**src/rtl/core/utf8_dec_pkg.sv**
```systemverilog
// ----------------------------------------------------------------------------
// utf8_dec_pkg
// Shared types and constants of the UTF-8 stream decoder.
// ----------------------------------------------------------------------------
package utf8_dec_pkg;

  localparam int unsigned CpWidth  = 21;
  localparam int unsigned PosWidth = 32;

  localparam logic [PosWidth-1:0] BadCodePoint = '1;

  // Byte masks and patterns
  localparam logic [7:0] AsciiMask  = 8'h80;
  localparam logic [7:0] Lead2Mask  = 8'he0;
  localparam logic [7:0] Lead2Match = 8'hc0;
  localparam logic [7:0] Lead3Mask  = 8'hf0;
  localparam logic [7:0] Lead3Match = 8'he0;
  localparam logic [7:0] Lead4Mask  = 8'hf8;
  localparam logic [7:0] Lead4Match = 8'hf0;
  localparam logic [7:0] ContMask   = 8'hc0;
  localparam logic [7:0] ContMatch  = 8'h80;
  localparam logic [7:0] ContBits   = 8'h3f;
  localparam logic [7:0] AsciiBits  = 8'h7f;
  localparam logic [7:0] Lead2Bits  = 8'h1f;
  localparam logic [7:0] Lead3Bits  = 8'h0f;
  localparam logic [7:0] Lead4Bits  = 8'h07;

  typedef enum logic [2:0] {
    LEAD_STRAY,
    LEAD_ASCII,
    LEAD_TWO,
    LEAD_THREE,
    LEAD_FOUR
  } lead_kind_e;

  typedef struct packed {
    lead_kind_e  kind;
    logic [6:0]  bits;       // payload bits of the lead byte
    logic [1:0]  remaining;  // continuation bytes to follow
  } lead_info_t;

  typedef struct packed {
    logic [7:0] data_byte;
    logic       end_of_buffer;
  } in_item_t;

  typedef struct packed {
    logic [CpWidth-1:0]  code_point;
    logic [PosWidth-1:0] prior_code_point;
    logic [PosWidth-1:0] start_offset;
    logic                malformed;
  } out_item_t;

endpackage

```
**src/rtl/core/utf8_dec_lead.sv**
```systemverilog
// ----------------------------------------------------------------------------
// utf8_dec_lead
// Classifies a lead byte: sequence length, payload bits, follow-up count.
// ----------------------------------------------------------------------------
module utf8_dec_lead (
  input  logic [7:0]               byte_i,
  output utf8_dec_pkg::lead_info_t info_o
);
  import utf8_dec_pkg::*;

  always_comb begin
    info_o = '{kind: LEAD_STRAY, bits: '0, remaining: 2'd0};
    if ((byte_i & AsciiMask) == 8'h00) begin
      info_o.kind = LEAD_ASCII;
      info_o.bits = byte_i[6:0] & AsciiBits[6:0];
    end else if ((byte_i & Lead2Mask) == Lead2Match) begin
      info_o.kind      = LEAD_TWO;
      info_o.bits      = byte_i[6:0] & Lead2Bits[6:0];
      info_o.remaining = 2'd1;
    end else if ((byte_i & Lead3Mask) == Lead3Match) begin
      info_o.kind      = LEAD_THREE;
      info_o.bits      = byte_i[6:0] & Lead3Bits[6:0];
      info_o.remaining = 2'd2;
    end else if ((byte_i & Lead4Mask) == Lead4Match) begin
      info_o.kind      = LEAD_FOUR;
      info_o.bits      = byte_i[6:0] & Lead4Bits[6:0];
      info_o.remaining = 2'd3;
    end
  end

endmodule

```
**src/rtl/core/utf8_stream_decoder.sv**
```systemverilog
// ----------------------------------------------------------------------------
// utf8_stream_decoder
// Streaming UTF-8 decoder, one buffer byte per item, one result per sequence.
// ----------------------------------------------------------------------------
// Output: a result appears on the output register in the cycle after the byte
// that completes (or breaks) its sequence is accepted.
// Throughput: one byte per cycle; the output register is the only stage, so
// input is held off only while a result waits under out_stall_i.
// Reset: rst_ni clears all sequence state, the byte offset and the output valid flag.
module utf8_stream_decoder (
  input  logic                    clk_i,
  input  logic                    rst_ni,
  input  logic                    in_valid_i,
  output logic                    in_stall_o,
  input  utf8_dec_pkg::in_item_t  in_item_i,
  output logic                    out_valid_o,
  input  logic                    out_stall_i,
  output utf8_dec_pkg::out_item_t out_item_o
);
  import utf8_dec_pkg::*;

  logic [1:0]          rem_q, rem_d;
  logic [CpWidth-1:0]  acc_q, acc_d;
  logic                bad_q, bad_d;
  logic [PosWidth-1:0] start_q, start_d;
  logic [PosWidth-1:0] pos_q, pos_d;
  logic [PosWidth-1:0] last_q, last_d;
  logic                out_valid_q;
  out_item_t           out_item_q;

  logic       accept;
  logic       emit;
  out_item_t  res;
  lead_info_t lead;
  logic [7:0] b;
  logic       eob;
  logic       cont_bad;
  logic [CpWidth-1:0] acc_shift;
  logic [1:0]         rem_dec;

  assign in_stall_o = out_valid_q && out_stall_i;
  assign accept     = in_valid_i && !in_stall_o;
  assign b          = in_item_i.data_byte;
  assign eob        = in_item_i.end_of_buffer;

  utf8_dec_lead u_lead (
    .byte_i (b),
    .info_o (lead)
  );

  assign cont_bad  = bad_q || ((b & ContMask) != ContMatch);
  assign acc_shift = {acc_q[CpWidth-7:0], b[5:0] & ContBits[5:0]};
  assign rem_dec   = rem_q - 2'd1;

  always_comb begin
    rem_d   = rem_q;
    acc_d   = acc_q;
    bad_d   = bad_q;
    start_d = start_q;
    last_d  = last_q;
    pos_d   = pos_q + PosWidth'(1);
    emit    = 1'b0;
    res     = '{code_point: '0, prior_code_point: last_q,
                start_offset: start_q, malformed: 1'b1};

    if (rem_q == 2'd0) begin
      start_d          = pos_q;
      res.start_offset = pos_q;
      case (lead.kind)
        LEAD_STRAY: begin
          emit = 1'b1;
        end
        LEAD_ASCII: begin
          emit           = 1'b1;
          res.code_point = CpWidth'(lead.bits);
          res.malformed  = 1'b0;
          last_d         = PosWidth'(lead.bits);
        end
        default: begin
          acc_d = CpWidth'(lead.bits);
          bad_d = 1'b0;
          rem_d = lead.remaining;
          emit  = eob;  // cut off on the lead byte itself
        end
      endcase
    end else begin
      bad_d = cont_bad;
      acc_d = acc_shift;
      rem_d = rem_dec;
      if (rem_dec == 2'd0) begin
        emit = 1'b1;
        if (cont_bad) begin
          last_d = BadCodePoint;
        end else begin
          res.code_point = acc_shift;
          res.malformed  = 1'b0;
          last_d         = PosWidth'(acc_shift);
        end
      end else begin
        emit = eob;  // truncated sequence
      end
    end

    // End of buffer: drop all state
    if (eob) begin
      rem_d   = '0;
      acc_d   = '0;
      bad_d   = 1'b0;
      start_d = '0;
      pos_d   = '0;
      last_d  = '0;
    end
  end

  always_ff @(posedge clk_i or negedge rst_ni) begin
    if (!rst_ni) begin
      rem_q       <= '0;
      acc_q       <= '0;
      bad_q       <= 1'b0;
      start_q     <= '0;
      pos_q       <= '0;
      last_q      <= '0;
      out_valid_q <= 1'b0;
    end else begin
      if (accept) begin
        rem_q   <= rem_d;
        acc_q   <= acc_d;
        bad_q   <= bad_d;
        start_q <= start_d;
        pos_q   <= pos_d;
        last_q  <= last_d;
      end
      if (accept && emit) begin
        out_valid_q <= 1'b1;
      end else if (!out_stall_i) begin
        out_valid_q <= 1'b0;
      end
    end
  end

  always_ff @(posedge clk_i) begin
    if (accept && emit) begin
      out_item_q <= res;
    end
  end

  assign out_valid_o = out_valid_q;
  assign out_item_o  = out_item_q;

endmodule

```
**config.mk**
```make
export PLATFORM = sky130hd
export DESIGN_NAME = utf8_stream_decoder
export DESIGN_NICKNAME = d
export VERILOG_FILES = /design/src/rtl/core/utf8_dec_pkg.sv /design/src/rtl/core/utf8_dec_lead.sv /design/src/rtl/core/utf8_stream_decoder.sv
export SDC_FILE = /design/constraint.sdc
export NUM_CORES = 1
export LEC_CHECK = 0
export ABC_CLOCK_PERIOD_IN_PS = 5400
export BUFFER_PORTS_ARGS = -buffer_cell sky130_fd_sc_hd__buf_2
export CAP_MARGIN = 20
export CELL_PAD_IN_SITES_DETAIL_PLACEMENT = 1
export CELL_PAD_IN_SITES_GLOBAL_PLACEMENT = 1
export CORE_UTILIZATION = 30
export CTS_CLUSTER_SIZE = 30
export DETAILED_ROUTE_END_ITERATION = 8
export PLACE_DENSITY = 0.63
export SETUP_SLACK_MARGIN = 0.15
export SYNTH_ARGS = -nofsm -noshare
export SYNTH_HDL_FRONTEND = slang
export SYNTH_HIERARCHICAL = 1
export SYNTH_SLANG_ARGS = --single-unit
```
**constraint.sdc**
```tcl
create_clock -name clk_i -period 5.4 [get_ports clk_i]
set_input_delay 0.27 -clock clk_i [delete_from_list [all_inputs] [get_ports clk_i]]
set_output_delay 0.27 -clock clk_i [all_outputs]
set_load 0.01 [all_outputs]
```
# Word-level counts from Yosys, hierarchy flattened
# Cells that the tools add are included.
# word_totals
wordCells	69
romBits	0
mem_bits_rw	0
latch_bits	0
reg_bits	201
out_inout_bits	88
memories	0
# op_classes
n_mul	0
n_shift	0
muxes	35
div_mod_pow	0
n_reduce_logical	13
n_lt_le_gt_ge	0
eq_ne	8
bitwise	0
add_sub_neg	2
# op_table
cell	count
2-to-1 mux 32 bit	8
2-to-1 mux 21 bit	3
2-to-1 mux 15 bit	3
2-to-1 mux 12 bit	3
adder 32 x 1 -> 32 bit, second input constant	1
2-to-1 mux 1 bit	12
2-to-1 mux 10 bit	1
logical NOT 8 bit	1
2-to-1 mux 2 bit	4
2-to-1 mux 7 bit	1
== test 5 bit, second input constant	1
== test 4 bit, second input constant	1
logical NOT 2 bit	2
== test 3 x 1 -> 1 bit, second input constant	1
== test 3 bit, second input constant	1
logical AND 1 bit	3
logical NOT 3 bit	1
!= test 3 x 2 -> 1 bit, second input constant	1
!= test 3 bit, second input constant	1
AND reduction 3 bit	1
nonzero test 3 bit	1
!= test 2 x 1 -> 1 bit, second input constant	1
!= test 2 bit, second input constant	1
AND reduction 2 bit	1
other kinds (4)	4

# Depth between registers and ports, before layout
# logic_depth
depth_word	11
mapped_depth	7

# By module
# The synthesis kept the hierarchy.
# by_module_without_submodules
module	area_each_um2	seq_area_each_um2	cells_each	n_inst
utf8_stream_decoder	7860.0	4909.7	685	1
utf8_dec_lead	132.6	0.0	21	1

# Worst setup path before layout
# OpenSTA, ideal clock, no wires.
# synth_timing
path_kind	register -> register
from	register out_valid_q (netlist: out_valid_o)
to	register out_valid_q (netlist: out_valid_o)
slack_ps	196
arrival_time_ps	5117
t_required_ps	5312
period_less_slack_ps	5204
path_stages_with_launch	6
cell_sequence	dfrtp_1 -> a21bo_1 -> buf_2 -> clkbuf_1 -> a21oi_1 -> or2_2
# synth_between
elab_chain_cells	5
elab_cells_between_ends	6
classes_between	eq/ne: 1; mux: 1; reduce/logical: 4
# synth_lines
element	line_no	rtl
start: declaration	utf8_stream_decoder.sv:28	logic out_valid_q;
start signal: assignment	utf8_stream_decoder.sv:123	out_valid_q <= 1'b0;
start signal: assignment	utf8_stream_decoder.sv:134	out_valid_q <= 1'b1;
start signal: assignment	utf8_stream_decoder.sv:136	out_valid_q <= 1'b0;
logical AND 1 bit (*)	utf8_stream_decoder.sv:41	assign in_stall_o = out_valid_q && out_stall_i;
logical NOT 1 bit (*)	utf8_stream_decoder.sv:42	assign accept = in_valid_i && !in_stall_o;
logical AND 1 bit (*)	utf8_stream_decoder.sv:42	
logical AND 1 bit (*)	utf8_stream_decoder.sv:133	if (accept && emit) begin
!= test 2 x 1 -> 1 bit (no source line) / 2-to-1 mux 1 bit (equally long branches)	n/a	
# Mark *: on every way between the ends. The rest lies on a longest branch, timed or not.
# A chain may end at the register's enable or synchronous reset.

# Worst setup path in the final report
# layout_timing
from	register out_valid_q (netlist: out_valid_o)
to	register out_item_q, in the netlist out_item_o[0] (enable)
# layout_between
elab_chain_cells	4
# layout_lines
element	line_no	rtl
logical AND 1 bit	utf8_stream_decoder.sv:41	
logical NOT 1 bit	utf8_stream_decoder.sv:42	
logical AND 1 bit	utf8_stream_decoder.sv:42	
logical AND 1 bit	utf8_stream_decoder.sv:142	if (accept && emit) begin
end signal: assignment	utf8_stream_decoder.sv:143	out_item_q <= res;
end: declaration	utf8_stream_decoder.sv:29	out_item_t out_item_q;
# Every way passes these cells.

==> reports/qor.txt <==
outcome = finished with violations
failing checks = DRC
clk buf depth = 2
# hold bufs at CTS = 1
first-pass GRT wire length = 32,040 um
WL per Instance = 17.16 um
Total Power = 0.003143 W
flop2flop setup slack = 2.87 ns
Cell Rows = 59
syn_area_per_cell = 11.32 sq um
CP required = 5.47 ns
Reg2Reg Capture Point = out_item_o[0]
Final Cell Area = 0.009385 sq mm
YS warnings = 6
CP endpoint kind = flop
FF+latch count, synth = 181
clock-pin slew on the worst setup and hold paths = 0.07 ns
layout net count = 796
die width = 165.2 um
sequential fraction of the synthesis area = 61.43%
Num Clock Sinks = 181
Final min period = 2.534 ns
top cell type by total area after synthesis = dfrtp_1
Reg2Reg Launch Point = out_valid_o
WP data arrival = 2.60 ns
DR DRC count = 20
Hold Path Sink = out_valid_o
total routed wirelength = 19,390 um
P&R area growth vs syn = 17.42%
DP HPWL = 12,920 um
Die H = 165.2 um
maximum vdd drop = 0.1541 mV
Post-Syn Area = 0.007993 sq mm
setup tns final = 0 ns
worst slew pin tran = 0.8617 ns
Max Cap Violations = 0
Placed Area = 0.008755 sq mm
most frequent cells in the layout = nand2_1, dfrtp_1, buf_2, edfxtp_1, o21ai_0
GR Overflow Total = 0
post-CTS repair timing setup buffer count = 0
Relative slew margins = 42.55%
clk_skew = 0.01413 ns
ANT nets after route = 0
Die Area = 0.02730 sq mm
final count of negative-setup-slack endpoints = 0
Syn Nets = 720
layout cells sized above 1 = 24.15%
Inserted Diodes = 0
Hold Crit Start = out_stall_i
top-area cell type share of the netlist area = 32.87%
Synth area leaders = dfrtp_1, edfxtp_1, nand2_1, mux2_2, o21ai_0
cell count of the worst hold path = 3
root buf cell = clkbuf_16
critical path type = reg -> reg
total CTS buffers = 17
I/O pins = 101
vias in the first global route = 5,897
most common cell after layout, fill and taps aside = nand2_1
CTS tree = done
Via Count = 5,609
routability-driven placement congestion ratio = 0.7447
Starting Density = 30.59%
post-CTS sizing = 0
Leak Pwr = 3.818 nW
Post-Synthesis Cells = 706
initial antenna violation count = 1
Hold Violations, Final = 0
Worst Hold Class = in -> reg
final period utilization = 46.93%
largest net degree at the start of global routing = 63
synth unique cells = 45
CP Launch Type = flop
RSZ-0062 raised after global routing = no
Iter 0 DRT Violations = 313
reg2reg path depth = 3
fmax = 0.3946 GHz
final slew viol count = 0
PwrDens = 334.8 mW/mm^2
Vias/cell = 4.964
total core area = 0.02613 sq mm
worst skew pair latency = 0.45 ns
CP Max Fanout = 62
DRT Pass-1 Iters = 6
gr usage total = 15.26%
count of port buffers added during placement = 100
H-tree depth = 4
worst max path at each step:
stage,from,endpoint,depth (start not counted)
floorplan,out_valid_o,out_valid_o,5
finish,out_valid_o,out_item_o[0],3
detailed placement,in_item_i[8],out_item_o[66],7
global placement,in_item_i[8],out_item_o[66],7
CTS,out_valid_o,out_item_o[66],3
global route,out_valid_o,out_item_o[81],3
worst max-delay path, cell delays in order, from the launching register on:
cell,delay (ns)
dfrtp_1,0.40
a21bo_2,0.41
a21oi_4,0.52
buf_4,0.72
layer usage:
| layer | routed length [um] | part of all wire (%) | up-vias | global-route usage [%] |
|---|---|---|---|---|
| met2 | 9668 | 50 | 113 | 25.83 |
| met5 | 9 | 0.046 | - | 0 |
| met4 | 157 | 0.81 | 2 | 3.920 |
| li1 | - | - | 2658 | - |
| met3 | 763 | 3.9 | 16 | 3.771 |
| met1 | 8789 | 45 | 2820 | 19.36 |
cell type report:
| class | count | area, sq um |
|---|---|---|
| clock buffers | 17 | 425.4 |
| clock inverters | 15 | 195.2 |
| fillers | 2898 | 16750 |
| inverters | 19 | 71.32 |
| multi-input cells | 452 | 2776 |
| flip-flops and latches | 181 | 4910 |
| well taps | 335 | 419.2 |
| repair buffers | 111 | 588.1 |
per-stage QoR:
step | std cells | setup slack (ns) | hold slack [ns] | utilization, %
CTS | 1130 | 2.812 | 0.1808 | 35.91
detailed placement | 1097 | 2.656 | 0.4331 | 33.50
floorplan | 706 | 0.1957 | -0.02559 | -
global route | 1130 | 2.688 | 0.1952 | 35.91
finish | 1130 | 2.866 | 0.2002 | 35.91
global placement | 1097 | 2.751 | 0.4318 | 33.50
cells by family after synthesis:
group / after synthesis / share of synthesized area, %
AOI/OAI and AO/OA: 132 / 9.534
DFF: 181 / 61.43
muxes: 66 / 8.845
adders and majority gates: 1 / 0.1565
buffers and inverters: 73 / 4.258
and+or+nand+nor: 250 / 15.45
xor gates and xnor gates: 3 / 0.3288
sequential cells by signal (all words and copies together), names as in the netlist:
register     cells
out_item_o      76
pos_q           32
start_q         32
last_q          22
acc_q           15
rem_q            2
bad_q            1
out_valid_o      1
report_power, final:
group | switching, W | internal, W | total [W]
Sequential | 0.0000467 | 0.00152 | 0.00157
Combinational | 0.000182 | 0.0000933 | 0.000275
Clock | 0.000623 | 0.000677 | 0.00130
Total | 0.000851 | 0.00229 | 0.00314
cell usage after synthesis:
cell      count
a21boi_1      1
edfxtp_1     76
nand3_1      19
buf_4        10
inv_1        19
mux2i_1      29
a21bo_1       1
and4_1        4
a21boi_0      1
buf_6         2
mux2_2       37
nor2b_1       1
or4_1        14
nor4_2        1
a31o_1        1
or4_4         1
o21ai_0      73
nand4_1       5
or3b_2        1
clkbuf_1     26
nand4_2       1
buf_2        11
nor3_1       18
and2b_1       1
a31oi_1       2
dfrtp_1     105
or3_1         5
nor4_1        4
nor3b_1       2
ha_1          1
nand2b_1     10
or2_2         3
a22o_1        7
nand2_1     119
buf_1         5
o211ai_1      1
o22ai_1       1
nor2_1       16
nand3b_1      1
o31ai_1      22
a21oi_1      22
xnor2_1       3
and2_1       15
and2b_2       1
and3_1        8
Note: power is estimated with default switching activity, not from simulation.
